## src/sv/kma_pkg.sv

```systemverilog
// Shared types and constants of the two-dimensional k-means engine.
`timescale 1ns / 1ps

package kma_pkg;

   localparam int OPCODE_W    = 2;
   localparam int COORD_IN_W  = 11;
   localparam int INDEX_W     = 4;
   localparam int ID_W        = 4;
   localparam int DIST_OUT_W  = 23;
   localparam int COORD_OUT_W = 11;
   localparam int COUNT_OUT_W = 16;

   typedef enum logic [OPCODE_W-1:0] {
      OP_ASSIGN = 2'd0,
      OP_UPDATE = 2'd1,
      OP_READ   = 2'd2
   } opcode_type;

   typedef enum logic [3:0] {
      ST_CLEAR,
      ST_IDLE,
      ST_SCAN_X,
      ST_SCAN_Y,
      ST_SCAN_CMP,
      ST_ACC,
      ST_READ,
      ST_UPD_LOAD,
      ST_UPD_DIVX,
      ST_UPD_DIVY,
      ST_UPD_WRITE,
      ST_EMIT
   } state_type;

endpackage

```

## src/sv/kma_req_if.sv

```systemverilog
// Request channel: opcode, point and centroid index with valid/ready.
`timescale 1ns / 1ps

interface kma_req_if;
   import kma_pkg::*;

   logic                  valid;
   logic                  ready;
   logic [OPCODE_W-1:0]   opcode;
   logic [COORD_IN_W-1:0] point_x;
   logic [COORD_IN_W-1:0] point_y;
   logic [INDEX_W-1:0]    cluster_index;

   modport source (output valid, opcode, point_x, point_y, cluster_index, input ready);
   modport sink   (input valid, opcode, point_x, point_y, cluster_index, output ready);
endinterface

```

## src/sv/kma_rsp_if.sv

```systemverilog
// Response channel: nearest or read centroid, distance, count and flag.
`timescale 1ns / 1ps

interface kma_rsp_if;
   import kma_pkg::*;

   logic                   valid;
   logic                   ready;
   logic [ID_W-1:0]        cluster_id;
   logic [DIST_OUT_W-1:0]  sq_distance;
   logic [COORD_OUT_W-1:0] centroid_x;
   logic [COORD_OUT_W-1:0] centroid_y;
   logic [COUNT_OUT_W-1:0] member_count;
   logic                   count_saturated;

   modport source (output valid, cluster_id, sq_distance, centroid_x, centroid_y,
                   member_count, count_saturated, input ready);
   modport sink   (input valid, cluster_id, sq_distance, centroid_x, centroid_y,
                   member_count, count_saturated, output ready);
endinterface

```

## src/sv/kma_ram.sv

```systemverilog
// Generic single write port RAM with one registered read port.
`timescale 1ns / 1ps

module kma_ram #(
   parameter int WIDTH = 8,
   parameter int DEPTH = 16,
   parameter int ADDR_W = (DEPTH > 1) ? $clog2(DEPTH) : 1
) (
   input  logic              clock,
   input  logic              wr_en,
   input  logic [ADDR_W-1:0] wr_addr,
   input  logic [WIDTH-1:0]  wr_data,
   input  logic [ADDR_W-1:0] rd_addr,
   output logic [WIDTH-1:0]  rd_data
);
   logic [WIDTH-1:0] mem [DEPTH];
   logic [WIDTH-1:0] rd_data_ff;

   always_ff @(posedge clock) begin
      if (wr_en) begin
         mem[wr_addr] <= wr_data;
      end
      rd_data_ff <= mem[rd_addr];
   end

   assign rd_data = rd_data_ff;
endmodule

```

## src/sv/kmeans_assign_update.sv

```systemverilog
// Top level of the two-dimensional k-means engine.
`timescale 1ns / 1ps

// Holds CLUSTERS centroids with per-cluster coordinate sums and member counts in two
// small RAMs, and works one request beat at a time; req_ch is ready only while idle.
// After reset a clearing pass loads centroid i with (i,i) and zero sums and counts;
// no request is taken meanwhile. Assign visits every centroid through one shared
// squarer, one centroid at a time (dx squared, dy squared, add and compare, lowest
// index wins ties), then accumulates the point into the nearest cluster. Update runs
// one restoring divider a bit per cycle, x then y, for each non-empty cluster and
// skips empty clusters. Read goes through ST_READ; the unused opcode and an out-of-
// range read index go straight to ST_EMIT. A full count drops the point and raises
// count_saturated. The response sits in an output register, so the next request is
// accepted while it waits to be taken.
module kmeans_assign_update #(
   parameter int CLUSTERS   = 16,
   parameter int COORD_BITS = 11,
   parameter int COUNT_BITS = 16
) (
   input logic        clock,
   input logic        reset,
   kma_req_if.sink    req_ch,
   kma_rsp_if.source  rsp_ch
);
   import kma_pkg::*;

   localparam int CIDX_W = (CLUSTERS > 1) ? $clog2(CLUSTERS) : 1;
   localparam int SUM_W  = COORD_BITS + COUNT_BITS;
   localparam int SQ_W   = 2 * COORD_BITS;
   localparam int DIST_W = 2 * COORD_BITS + 1;
   localparam int STEP_W = $clog2(SUM_W + 1);
   localparam int CTR_W  = 2 * COORD_BITS;
   localparam int ACC_W  = 2 * SUM_W + COUNT_BITS;
   localparam logic [CIDX_W-1:0]     LAST_IDX  = CIDX_W'(CLUSTERS - 1);
   localparam logic [COUNT_BITS-1:0] COUNT_MAX = '1;
   localparam logic [STEP_W-1:0]     LAST_STEP = STEP_W'(SUM_W - 1);

   state_type state_ff, state_in;
   logic [CIDX_W-1:0]     cidx_ff, cidx_in;
   logic [COORD_BITS-1:0] px_ff, px_in, py_ff, py_in;
   logic [SQ_W-1:0]       prod_ff, prod_in, sqx_ff, sqx_in;
   logic [DIST_W-1:0]     best_d_ff, best_d_in;
   logic [CIDX_W-1:0]     best_idx_ff, best_idx_in;
   logic [COORD_BITS-1:0] best_cx_ff, best_cx_in, best_cy_ff, best_cy_in;
   logic [SUM_W-1:0]      dvd_ff, dvd_in, sumy_ff, sumy_in;
   logic [COUNT_BITS-1:0] rem_ff, rem_in, divisor_ff, divisor_in;
   logic [STEP_W-1:0]     step_ff, step_in;
   logic [COORD_BITS-1:0] qx_ff, qx_in;

   logic [ID_W-1:0]        res_id_ff, res_id_in;
   logic [DIST_OUT_W-1:0]  res_dist_ff, res_dist_in;
   logic [COORD_OUT_W-1:0] res_cx_ff, res_cx_in, res_cy_ff, res_cy_in;
   logic [COUNT_OUT_W-1:0] res_count_ff, res_count_in;
   logic                   res_sat_ff, res_sat_in;

   logic                   rsp_valid_ff, rsp_valid_in;
   logic [ID_W-1:0]        rsp_id_ff, rsp_id_in;
   logic [DIST_OUT_W-1:0]  rsp_dist_ff, rsp_dist_in;
   logic [COORD_OUT_W-1:0] rsp_cx_ff, rsp_cx_in, rsp_cy_ff, rsp_cy_in;
   logic [COUNT_OUT_W-1:0] rsp_count_ff, rsp_count_in;
   logic                   rsp_sat_ff, rsp_sat_in;

   logic                  ctr_we, acc_we;
   logic [CTR_W-1:0]      ctr_wd, ctr_rd;
   logic [ACC_W-1:0]      acc_wd, acc_rd;
   logic [COORD_BITS-1:0] ctr_cx, ctr_cy;
   logic [SUM_W-1:0]      acc_sx, acc_sy, sx_add, sy_add;
   logic [COUNT_BITS-1:0] acc_cnt, cnt_inc;

   logic [COORD_BITS-1:0] sq_a, sq_b, sq_op;
   logic [SQ_W-1:0]       sq_prod;
   logic [DIST_W-1:0]     dist_sum;
   logic                  upd_best;

   logic [COUNT_BITS:0]   rem_sh, rem_diff;
   logic                  fits, step_done;
   logic [COUNT_BITS-1:0] rem_next;
   logic [SUM_W-1:0]      dvd_next;
   logic                  idx_in_range;

   kma_ram #(.WIDTH(CTR_W), .DEPTH(CLUSTERS)) u_ctr_ram (
      .clock   (clock),
      .wr_en   (ctr_we),
      .wr_addr (cidx_ff),
      .wr_data (ctr_wd),
      .rd_addr (cidx_in),
      .rd_data (ctr_rd)
   );

   kma_ram #(.WIDTH(ACC_W), .DEPTH(CLUSTERS)) u_acc_ram (
      .clock   (clock),
      .wr_en   (acc_we),
      .wr_addr (cidx_ff),
      .wr_data (acc_wd),
      .rd_addr (cidx_in),
      .rd_data (acc_rd)
   );

   assign ctr_cx  = ctr_rd[CTR_W-1 -: COORD_BITS];
   assign ctr_cy  = ctr_rd[COORD_BITS-1:0];
   assign acc_sx  = acc_rd[ACC_W-1 -: SUM_W];
   assign acc_sy  = acc_rd[COUNT_BITS +: SUM_W];
   assign acc_cnt = acc_rd[COUNT_BITS-1:0];
   assign sx_add  = acc_sx + SUM_W'(px_ff);
   assign sy_add  = acc_sy + SUM_W'(py_ff);
   assign cnt_inc = acc_cnt + 1'b1;

   // shared squarer: x difference in the first scan cycle, y in the second
   assign sq_a    = (state_ff == ST_SCAN_X) ? px_ff  : py_ff;
   assign sq_b    = (state_ff == ST_SCAN_X) ? ctr_cx : ctr_cy;
   assign sq_op   = (sq_a >= sq_b) ? (sq_a - sq_b) : (sq_b - sq_a);
   assign sq_prod = SQ_W'(sq_op) * SQ_W'(sq_op);
   assign dist_sum = DIST_W'(sqx_ff) + DIST_W'(prod_ff);
   assign upd_best = (cidx_ff == '0) || (dist_sum < best_d_ff);

   // restoring divider, one quotient bit a cycle
   assign rem_sh    = {rem_ff, dvd_ff[SUM_W-1]};
   assign rem_diff  = rem_sh - {1'b0, divisor_ff};
   assign fits      = rem_sh >= {1'b0, divisor_ff};
   assign rem_next  = fits ? rem_diff[COUNT_BITS-1:0] : rem_sh[COUNT_BITS-1:0];
   assign dvd_next  = {dvd_ff[SUM_W-2:0], fits};
   assign step_done = (step_ff == LAST_STEP);

   assign idx_in_range = 32'(req_ch.cluster_index) < 32'(CLUSTERS);

   always_comb begin
      state_in     = state_ff;
      cidx_in      = cidx_ff;
      px_in        = px_ff;
      py_in        = py_ff;
      prod_in      = prod_ff;
      sqx_in       = sqx_ff;
      best_d_in    = best_d_ff;
      best_idx_in  = best_idx_ff;
      best_cx_in   = best_cx_ff;
      best_cy_in   = best_cy_ff;
      dvd_in       = dvd_ff;
      sumy_in      = sumy_ff;
      rem_in       = rem_ff;
      divisor_in   = divisor_ff;
      step_in      = step_ff;
      qx_in        = qx_ff;
      res_id_in    = res_id_ff;
      res_dist_in  = res_dist_ff;
      res_cx_in    = res_cx_ff;
      res_cy_in    = res_cy_ff;
      res_count_in = res_count_ff;
      res_sat_in   = res_sat_ff;
      rsp_valid_in = rsp_valid_ff;
      rsp_id_in    = rsp_id_ff;
      rsp_dist_in  = rsp_dist_ff;
      rsp_cx_in    = rsp_cx_ff;
      rsp_cy_in    = rsp_cy_ff;
      rsp_count_in = rsp_count_ff;
      rsp_sat_in   = rsp_sat_ff;
      req_ch.ready = 1'b0;
      ctr_we       = 1'b0;
      ctr_wd       = '0;
      acc_we       = 1'b0;
      acc_wd       = '0;

      if (rsp_valid_ff && rsp_ch.ready) begin
         rsp_valid_in = 1'b0;
      end

      unique case (state_ff)
         ST_CLEAR: begin
            ctr_we = 1'b1;
            ctr_wd = {COORD_BITS'(cidx_ff), COORD_BITS'(cidx_ff)};
            acc_we = 1'b1;
            if (cidx_ff == LAST_IDX) begin
               cidx_in  = '0;
               state_in = ST_IDLE;
            end else begin
               cidx_in = cidx_ff + 1'b1;
            end
         end
         ST_IDLE: begin
            req_ch.ready = 1'b1;
            if (req_ch.valid) begin
               px_in        = COORD_BITS'(req_ch.point_x);
               py_in        = COORD_BITS'(req_ch.point_y);
               cidx_in      = '0;
               res_id_in    = '0;
               res_dist_in  = '0;
               res_cx_in    = '0;
               res_cy_in    = '0;
               res_count_in = '0;
               res_sat_in   = 1'b0;
               priority if (req_ch.opcode == OP_ASSIGN) begin
                  state_in = ST_SCAN_X;
               end else if (req_ch.opcode == OP_UPDATE) begin
                  state_in = ST_UPD_LOAD;
               end else if (req_ch.opcode == OP_READ) begin
                  res_id_in = ID_W'(req_ch.cluster_index);
                  if (idx_in_range) begin
                     cidx_in  = CIDX_W'(req_ch.cluster_index);
                     state_in = ST_READ;
                  end else begin
                     state_in = ST_EMIT;
                  end
               end else begin
                  state_in = ST_EMIT;
               end
            end
         end
         ST_SCAN_X: begin
            prod_in  = sq_prod;
            state_in = ST_SCAN_Y;
         end
         ST_SCAN_Y: begin
            sqx_in   = prod_ff;
            prod_in  = sq_prod;
            state_in = ST_SCAN_CMP;
         end
         ST_SCAN_CMP: begin
            if (upd_best) begin
               best_d_in   = dist_sum;
               best_idx_in = cidx_ff;
               best_cx_in  = ctr_cx;
               best_cy_in  = ctr_cy;
            end
            if (cidx_ff == LAST_IDX) begin
               cidx_in  = upd_best ? cidx_ff : best_idx_ff;
               state_in = ST_ACC;
            end else begin
               cidx_in  = cidx_ff + 1'b1;
               state_in = ST_SCAN_X;
            end
         end
         ST_ACC: begin
            res_id_in   = ID_W'(best_idx_ff);
            res_dist_in = DIST_OUT_W'(best_d_ff);
            res_cx_in   = COORD_OUT_W'(best_cx_ff);
            res_cy_in   = COORD_OUT_W'(best_cy_ff);
            if (acc_cnt == COUNT_MAX) begin
               res_sat_in   = 1'b1;
               res_count_in = COUNT_OUT_W'(acc_cnt);
            end else begin
               acc_we       = 1'b1;
               acc_wd       = {sx_add, sy_add, cnt_inc};
               res_count_in = COUNT_OUT_W'(cnt_inc);
            end
            state_in = ST_EMIT;
         end
         ST_READ: begin
            res_cx_in    = COORD_OUT_W'(ctr_cx);
            res_cy_in    = COORD_OUT_W'(ctr_cy);
            res_count_in = COUNT_OUT_W'(acc_cnt);
            state_in     = ST_EMIT;
         end
         ST_UPD_LOAD: begin
            if (acc_cnt == '0) begin
               if (cidx_ff == LAST_IDX) begin
                  state_in = ST_EMIT;
               end else begin
                  cidx_in = cidx_ff + 1'b1;
               end
            end else begin
               dvd_in     = acc_sx;
               sumy_in    = acc_sy;
               divisor_in = acc_cnt;
               rem_in     = '0;
               step_in    = '0;
               state_in   = ST_UPD_DIVX;
            end
         end
         ST_UPD_DIVX: begin
            dvd_in  = dvd_next;
            rem_in  = rem_next;
            step_in = step_ff + 1'b1;
            if (step_done) begin
               qx_in    = dvd_next[COORD_BITS-1:0];
               dvd_in   = sumy_ff;
               rem_in   = '0;
               step_in  = '0;
               state_in = ST_UPD_DIVY;
            end
         end
         ST_UPD_DIVY: begin
            dvd_in  = dvd_next;
            rem_in  = rem_next;
            step_in = step_ff + 1'b1;
            if (step_done) begin
               state_in = ST_UPD_WRITE;
            end
         end
         ST_UPD_WRITE: begin
            ctr_we = 1'b1;
            ctr_wd = {qx_ff, dvd_ff[COORD_BITS-1:0]};
            acc_we = 1'b1;
            if (cidx_ff == LAST_IDX) begin
               state_in = ST_EMIT;
            end else begin
               cidx_in  = cidx_ff + 1'b1;
               state_in = ST_UPD_LOAD;
            end
         end
         ST_EMIT: begin
            if (!rsp_valid_ff || rsp_ch.ready) begin
               rsp_valid_in = 1'b1;
               rsp_id_in    = res_id_ff;
               rsp_dist_in  = res_dist_ff;
               rsp_cx_in    = res_cx_ff;
               rsp_cy_in    = res_cy_ff;
               rsp_count_in = res_count_ff;
               rsp_sat_in   = res_sat_ff;
               state_in     = ST_IDLE;
            end
         end
         default: begin
            state_in = ST_IDLE;
         end
      endcase
   end

   always_ff @(posedge clock) begin
      if (reset) begin
         state_ff     <= ST_CLEAR;
         cidx_ff      <= '0;
         rsp_valid_ff <= 1'b0;
      end else begin
         state_ff     <= state_in;
         cidx_ff      <= cidx_in;
         rsp_valid_ff <= rsp_valid_in;
      end
   end

   always_ff @(posedge clock) begin
      px_ff        <= px_in;
      py_ff        <= py_in;
      prod_ff      <= prod_in;
      sqx_ff       <= sqx_in;
      best_d_ff    <= best_d_in;
      best_idx_ff  <= best_idx_in;
      best_cx_ff   <= best_cx_in;
      best_cy_ff   <= best_cy_in;
      dvd_ff       <= dvd_in;
      sumy_ff      <= sumy_in;
      rem_ff       <= rem_in;
      divisor_ff   <= divisor_in;
      step_ff      <= step_in;
      qx_ff        <= qx_in;
      res_id_ff    <= res_id_in;
      res_dist_ff  <= res_dist_in;
      res_cx_ff    <= res_cx_in;
      res_cy_ff    <= res_cy_in;
      res_count_ff <= res_count_in;
      res_sat_ff   <= res_sat_in;
      rsp_id_ff    <= rsp_id_in;
      rsp_dist_ff  <= rsp_dist_in;
      rsp_cx_ff    <= rsp_cx_in;
      rsp_cy_ff    <= rsp_cy_in;
      rsp_count_ff <= rsp_count_in;
      rsp_sat_ff   <= rsp_sat_in;
   end

   assign rsp_ch.valid           = rsp_valid_ff;
   assign rsp_ch.cluster_id      = rsp_id_ff;
   assign rsp_ch.sq_distance     = rsp_dist_ff;
   assign rsp_ch.centroid_x      = rsp_cx_ff;
   assign rsp_ch.centroid_y      = rsp_cy_ff;
   assign rsp_ch.member_count    = rsp_count_ff;
   assign rsp_ch.count_saturated = rsp_sat_ff;

   a_accept_leaves_idle: assert property (@(posedge clock) disable iff (reset)
      req_ch.valid && req_ch.ready |=> state_ff != ST_IDLE)
      else $error("accepted beat did not start work");

   a_rsp_from_emit: assert property (@(posedge clock) disable iff (reset)
      $rose(rsp_valid_ff) |-> $past(state_ff == ST_EMIT))
      else $error("response raised outside emit");

   a_sat_full_count: assert property (@(posedge clock) disable iff (reset)
      rsp_ch.valid && rsp_ch.count_saturated |->
         rsp_ch.member_count == COUNT_OUT_W'(COUNT_MAX))
      else $error("saturation flagged without a full count");

   a_div_steps: assert property (@(posedge clock) disable iff (reset)
      (state_ff == ST_UPD_DIVX || state_ff == ST_UPD_DIVY) |-> step_ff <= LAST_STEP)
      else $error("divider ran past its last step");

   a_no_write_idle: assert property (@(posedge clock) disable iff (reset)
      state_ff == ST_IDLE |-> !ctr_we && !acc_we)
      else $error("store written while idle");
endmodule
```

## src/flat_wrapper.sv

```systemverilog
// flat-port wrapper written by rule: the top's interface ports become plain ports
module kmeans_assign_update_flat import kma_pkg::*;
#(
   parameter int CLUSTERS   = 16,
   parameter int COORD_BITS = 11,
   parameter int COUNT_BITS = 16
)
  (clock, reset, req_ch_valid, req_ch_opcode, req_ch_point_x, req_ch_point_y, req_ch_cluster_index, req_ch_ready, rsp_ch_valid, rsp_ch_cluster_id, rsp_ch_sq_distance, rsp_ch_centroid_x, rsp_ch_centroid_y, rsp_ch_member_count, rsp_ch_count_saturated, rsp_ch_ready);
  kma_req_if req_ch_i ();
  kma_rsp_if rsp_ch_i ();
  input logic clock;
  input logic reset;
  input wire logic [$bits(req_ch_i.valid)-1:0] req_ch_valid;
  input wire logic [$bits(req_ch_i.opcode)-1:0] req_ch_opcode;
  input wire logic [$bits(req_ch_i.point_x)-1:0] req_ch_point_x;
  input wire logic [$bits(req_ch_i.point_y)-1:0] req_ch_point_y;
  input wire logic [$bits(req_ch_i.cluster_index)-1:0] req_ch_cluster_index;
  output wire logic [$bits(req_ch_i.ready)-1:0] req_ch_ready;
  output wire logic [$bits(rsp_ch_i.valid)-1:0] rsp_ch_valid;
  output wire logic [$bits(rsp_ch_i.cluster_id)-1:0] rsp_ch_cluster_id;
  output wire logic [$bits(rsp_ch_i.sq_distance)-1:0] rsp_ch_sq_distance;
  output wire logic [$bits(rsp_ch_i.centroid_x)-1:0] rsp_ch_centroid_x;
  output wire logic [$bits(rsp_ch_i.centroid_y)-1:0] rsp_ch_centroid_y;
  output wire logic [$bits(rsp_ch_i.member_count)-1:0] rsp_ch_member_count;
  output wire logic [$bits(rsp_ch_i.count_saturated)-1:0] rsp_ch_count_saturated;
  input wire logic [$bits(rsp_ch_i.ready)-1:0] rsp_ch_ready;
  assign req_ch_i.valid = req_ch_valid;
  assign req_ch_i.opcode = req_ch_opcode;
  assign req_ch_i.point_x = req_ch_point_x;
  assign req_ch_i.point_y = req_ch_point_y;
  assign req_ch_i.cluster_index = req_ch_cluster_index;
  assign req_ch_ready = req_ch_i.ready;
  assign rsp_ch_valid = rsp_ch_i.valid;
  assign rsp_ch_cluster_id = rsp_ch_i.cluster_id;
  assign rsp_ch_sq_distance = rsp_ch_i.sq_distance;
  assign rsp_ch_centroid_x = rsp_ch_i.centroid_x;
  assign rsp_ch_centroid_y = rsp_ch_i.centroid_y;
  assign rsp_ch_member_count = rsp_ch_i.member_count;
  assign rsp_ch_count_saturated = rsp_ch_i.count_saturated;
  assign rsp_ch_i.ready = rsp_ch_ready;
  kmeans_assign_update #(.CLUSTERS(CLUSTERS), .COORD_BITS(COORD_BITS), .COUNT_BITS(COUNT_BITS)) u_core (.clock(clock), .reset(reset), .req_ch(req_ch_i), .rsp_ch(rsp_ch_i));
endmodule
```

## config.mk

```make
export PLATFORM = sky130hd
export DESIGN_NAME = kmeans_assign_update_flat
export DESIGN_NICKNAME = d
export VERILOG_FILES = /design/src/sv/kma_pkg.sv /design/src/sv/kma_req_if.sv /design/src/sv/kma_rsp_if.sv /design/src/sv/kma_ram.sv /design/src/sv/kmeans_assign_update.sv /design/src/flat_wrapper.sv
export SDC_FILE = /design/constraint.sdc
export NUM_CORES = 2
export LEC_CHECK = 0
export BUFFER_PORTS_ARGS = -buffer_cell sky130_fd_sc_hd__buf_4
export CAP_MARGIN = 10
export CORE_UTILIZATION = 25
export DETAILED_ROUTE_END_ITERATION = 10
export GPL_TIMING_DRIVEN = 0
export PLACE_DENSITY = 0.44
export SYNTH_ARGS = -nofsm -noshare
export SYNTH_HDL_FRONTEND = slang
export SYNTH_SLANG_ARGS = --single-unit
```

## constraint.sdc

```tcl
create_clock -name clock -period 10.2 [get_ports clock]
set_input_delay 0 -clock clock [delete_from_list [all_inputs] [get_ports clock]]
set_output_delay 0 -clock clock [all_outputs]
set_load 0.05 [all_outputs]
```

==> results_dict.tcl <==
set metrics [dict create \
    critPathArrivalTime_ns 10.22 \
    status "finished clean" \
    synth_nets 5600 \
    placed_cells 9837 \
    drt-total-wl_um 257000 \
    multi_input_area_sq_mm 0.0223 \
    drtAntennaViolNets 0 \
    io_pins 100 \
    cts_root_buf "clkbuf_16" \
    async_flop_share_pct 0 \
    slew_headroom_pct 10.7 \
    slew_viol_final 0 \
    setup_violations 0 \
    synth-edff-count 1819 \
    place.gp.congestion 0.834 \
    placed_area_sq_mm 0.0891 \
    cp_top_family "adder cells" \
    cp.required_ns 10.76 \
    synth_cell_types 76 \
    grt_pass1_vias 50204 \
    finalClockSkew_ns 0.0976 \
    netlist_instances 5333 \
    rsz0062_at_grt "false" \
    initialDrtViolationCount 5031 \
    crit_top_cell "fa_1" \
    portBuffers 98 \
    stdcell_area_sq_mm 0.0961 \
    synth_top_family_by_area "compound AO/OA/AOI/OAI gates" \
    num_rows 208 \
    seq_area_sq_mm 0.0566 \
    final_common_cell "edfxtp_1" \
    fillers 32341 \
    dr.pass1.iters 7 \
    crit_fanout 18 \
    yosys_register_bits 1920 \
    fin_util_pct 29.9 \
    critPathMaxStageDelay_ns 0.53 \
    cts_buffer_depth 4 \
    timing.final.crit_share_pct 94.7 \
    startpoint_type "flop" \
    maxClockFrequency_mhz 103 \
    synthFlopType "edfxtp_1" \
    die_x_um 571 \
    die_area_sq_mm 0.326 \
    clkSinkCount 1920 \
    crit_type "flop to flop" \
    cts.htree.levels 4 \
    hold_depth 8 \
    vias 49980 \
    yosysSeqAreaShare_pct 70.0 \
    min_period_ns 9.66 \
    cp.depth 32 \
    grt_usage_pct 15.4 \
    r2r_cells 32 \
    hold_viol_final 0 \
    path_clk_slew_ns 0.06 \
    synthAdderAreaFrac_pct 4.26 \
    yosys_warnings 0 \
    netlist_area_sq_mm 0.0809 \
    hp-class "input pin to flop" \
    layout.nets 6076 \
    antenna_found_initial 17 \
    dp_hpwl_um 180000 \
    final_cells 10282 \
    cts_buffers 202 \
    drc 0 \
    grt_max_degree 49 \
    cts_tree "built" \
    synth_xor_area_share_pct 1.19 \
    synth-compound-area-share_pct 8.91 \
    grt_pass1_wl_um 366000 \
    coreArea_sq_mm 0.322 \
    synth-simple-area-share_pct 6.60 \
    final_cell_mix "edfxtp_1, o21ai_0, clkbuf_1" \
    worst_pin_slew_ns 1.34 \
    start_util_pct 25.2 \
    avgSynthCellArea_sq_um 15.2 \
    drive_gt1_share_pct 14.5 \
    critPathCaptureType "flop" \
    syn2layout_area_growth_pct 18.8 \
    drt-vias-per-instance 4.86 \
    drv_cap 0 \
    synth_mux_area_share_pct 6.17 \
    overflow 0 \
    dieHeight_um 571 \
    wire_per_inst_um 25.0 \
    path_buf_inv 7 \
    worstSkewPairLatency_ns 0.87 \
    cpMaxStageDelayCell "a211oi_1" \
]
==> logic make-up after synthesis <==
group / after synthesis
buf+inv: 565
xor+xnor: 110
flops: 1920
fa+ha+maj: 235
compound gates: 1140
mux: 264
simple gates: 1099
==> synthesized netlist by cell type, drive strengths merged (39+ instances only) <==
| library cell | number | area (sq um) |
|---|---|---|
| inv | 204 | 766 |
| dfxtp | 101 | 2020 |
| ha | 167 | 2090 |
| a32oi | 183 | 1600 |
| nand3 | 220 | 1100 |
| clkbuf | 253 | 951 |
| mux2i | 59 | 591 |
| a21oi | 104 | 521 |
| edfxtp | 1819 | 54600 |
| nand2 | 124 | 465 |
| nor2 | 246 | 931 |
| and2 | 39 | 244 |
| nor3 | 323 | 1620 |
| xnor2 | 73 | 639 |
| o22ai | 93 | 582 |
| buf | 107 | 623 |
| mux4 | 186 | 4190 |
| o21ai | 425 | 2130 |
| a31oi | 192 | 1210 |
| fa | 68 | 1360 |
==> worst reg2reg max path, delay by kind of cell (launching register included) <==
family                     cells  cell delay (ns)
DFF                            1             0.30
muxes                          2             0.87
and+or+nand+nor                8             1.80
adders and majority gates      7             3.17
AOI/OAI and AO/OA              7             2.11
xor gates and xnor gates       1             0.11
buffers and inverters          7             1.08
==> registers in the layout, indices dropped and copies added, names as in the netlist, 16 cells and up <==
register and cells:
u_core.best_d_ff 23, u_core.divisor_ff 16, u_core.dvd_ff 27, u_core.prod_ff 21
u_core.rem_ff 16, u_core.res_count_ff 16, u_core.res_dist_ff 23, u_core.rsp_ch.member_count 16
u_core.rsp_ch.sq_distance 23, u_core.sqx_ff 21, u_core.sumy_ff 27, u_core.u_acc_ram.mem 1120
u_core.u_acc_ram.rd_data 70, u_core.u_ctr_ram.mem 352, u_core.u_ctr_ram.rd_data 22
==> per-layer routing <==
layer  vias to the layer above  GRT usage, %  share of wire (%)
li1                      21994             -                  -
met4                         6          3.40                2.1
met3                       326          3.06                7.3
met2                      1813          23.6                 44
met5                         -             0              0.016
met1                     25841          22.3                 46
==> area by class of cell <==
type,instances,share of cell area (%)
Antenna cell,10,0.0260
Buffer,358,1.64
Clock buffer,302,5.94
Clock inverter,60,0.500
Inverter,205,0.804
Multi-Input combinational cell,2848,23.2
Sequential cell,1920,58.9
Tap cell,4305,5.60
Timing Repair Buffer,274,3.35
==> metrics by stage <==
stage	setup slack [ns]	hold slack [ns]	setup TNS (ns)
floorplan	1.48	0.0989	0
global placement	-3.44	0.179	-759.87
detailed placement	-0.835	0.180	-5.12
CTS	0.00889	0.0541	0
global route	0.0691	0.209	0
finish	0.537	0.135	0
==> repair_timing <==
item                                    4_1_cts  5_1_grt
hold buffers                                 58        0
resized for setup                            13       13
buffers inserted                              0        5
pin swaps                                     1        3
endpoints found under the setup margin        9        6
endpoints found under the hold margin        53        0
==> worst paths after layout <==
check | start | to | slack [ns]
setup / recovery | u_core.state_ff[0] | u_core.prod_ff[18] | 0.54
hold / removal | req_ch_opcode[0] | u_core.state_ff[3] | 0.14
setup reg to reg | u_core.state_ff[0] | u_core.prod_ff[18] | 0.54
hold reg to reg | u_core.res_dist_ff[22] | u_core.rsp_ch.sq_distance[22] | 0.42
Power is not shown: default switching activity piles up to over one toggle a cycle in this logic, so the estimate is an artifact.
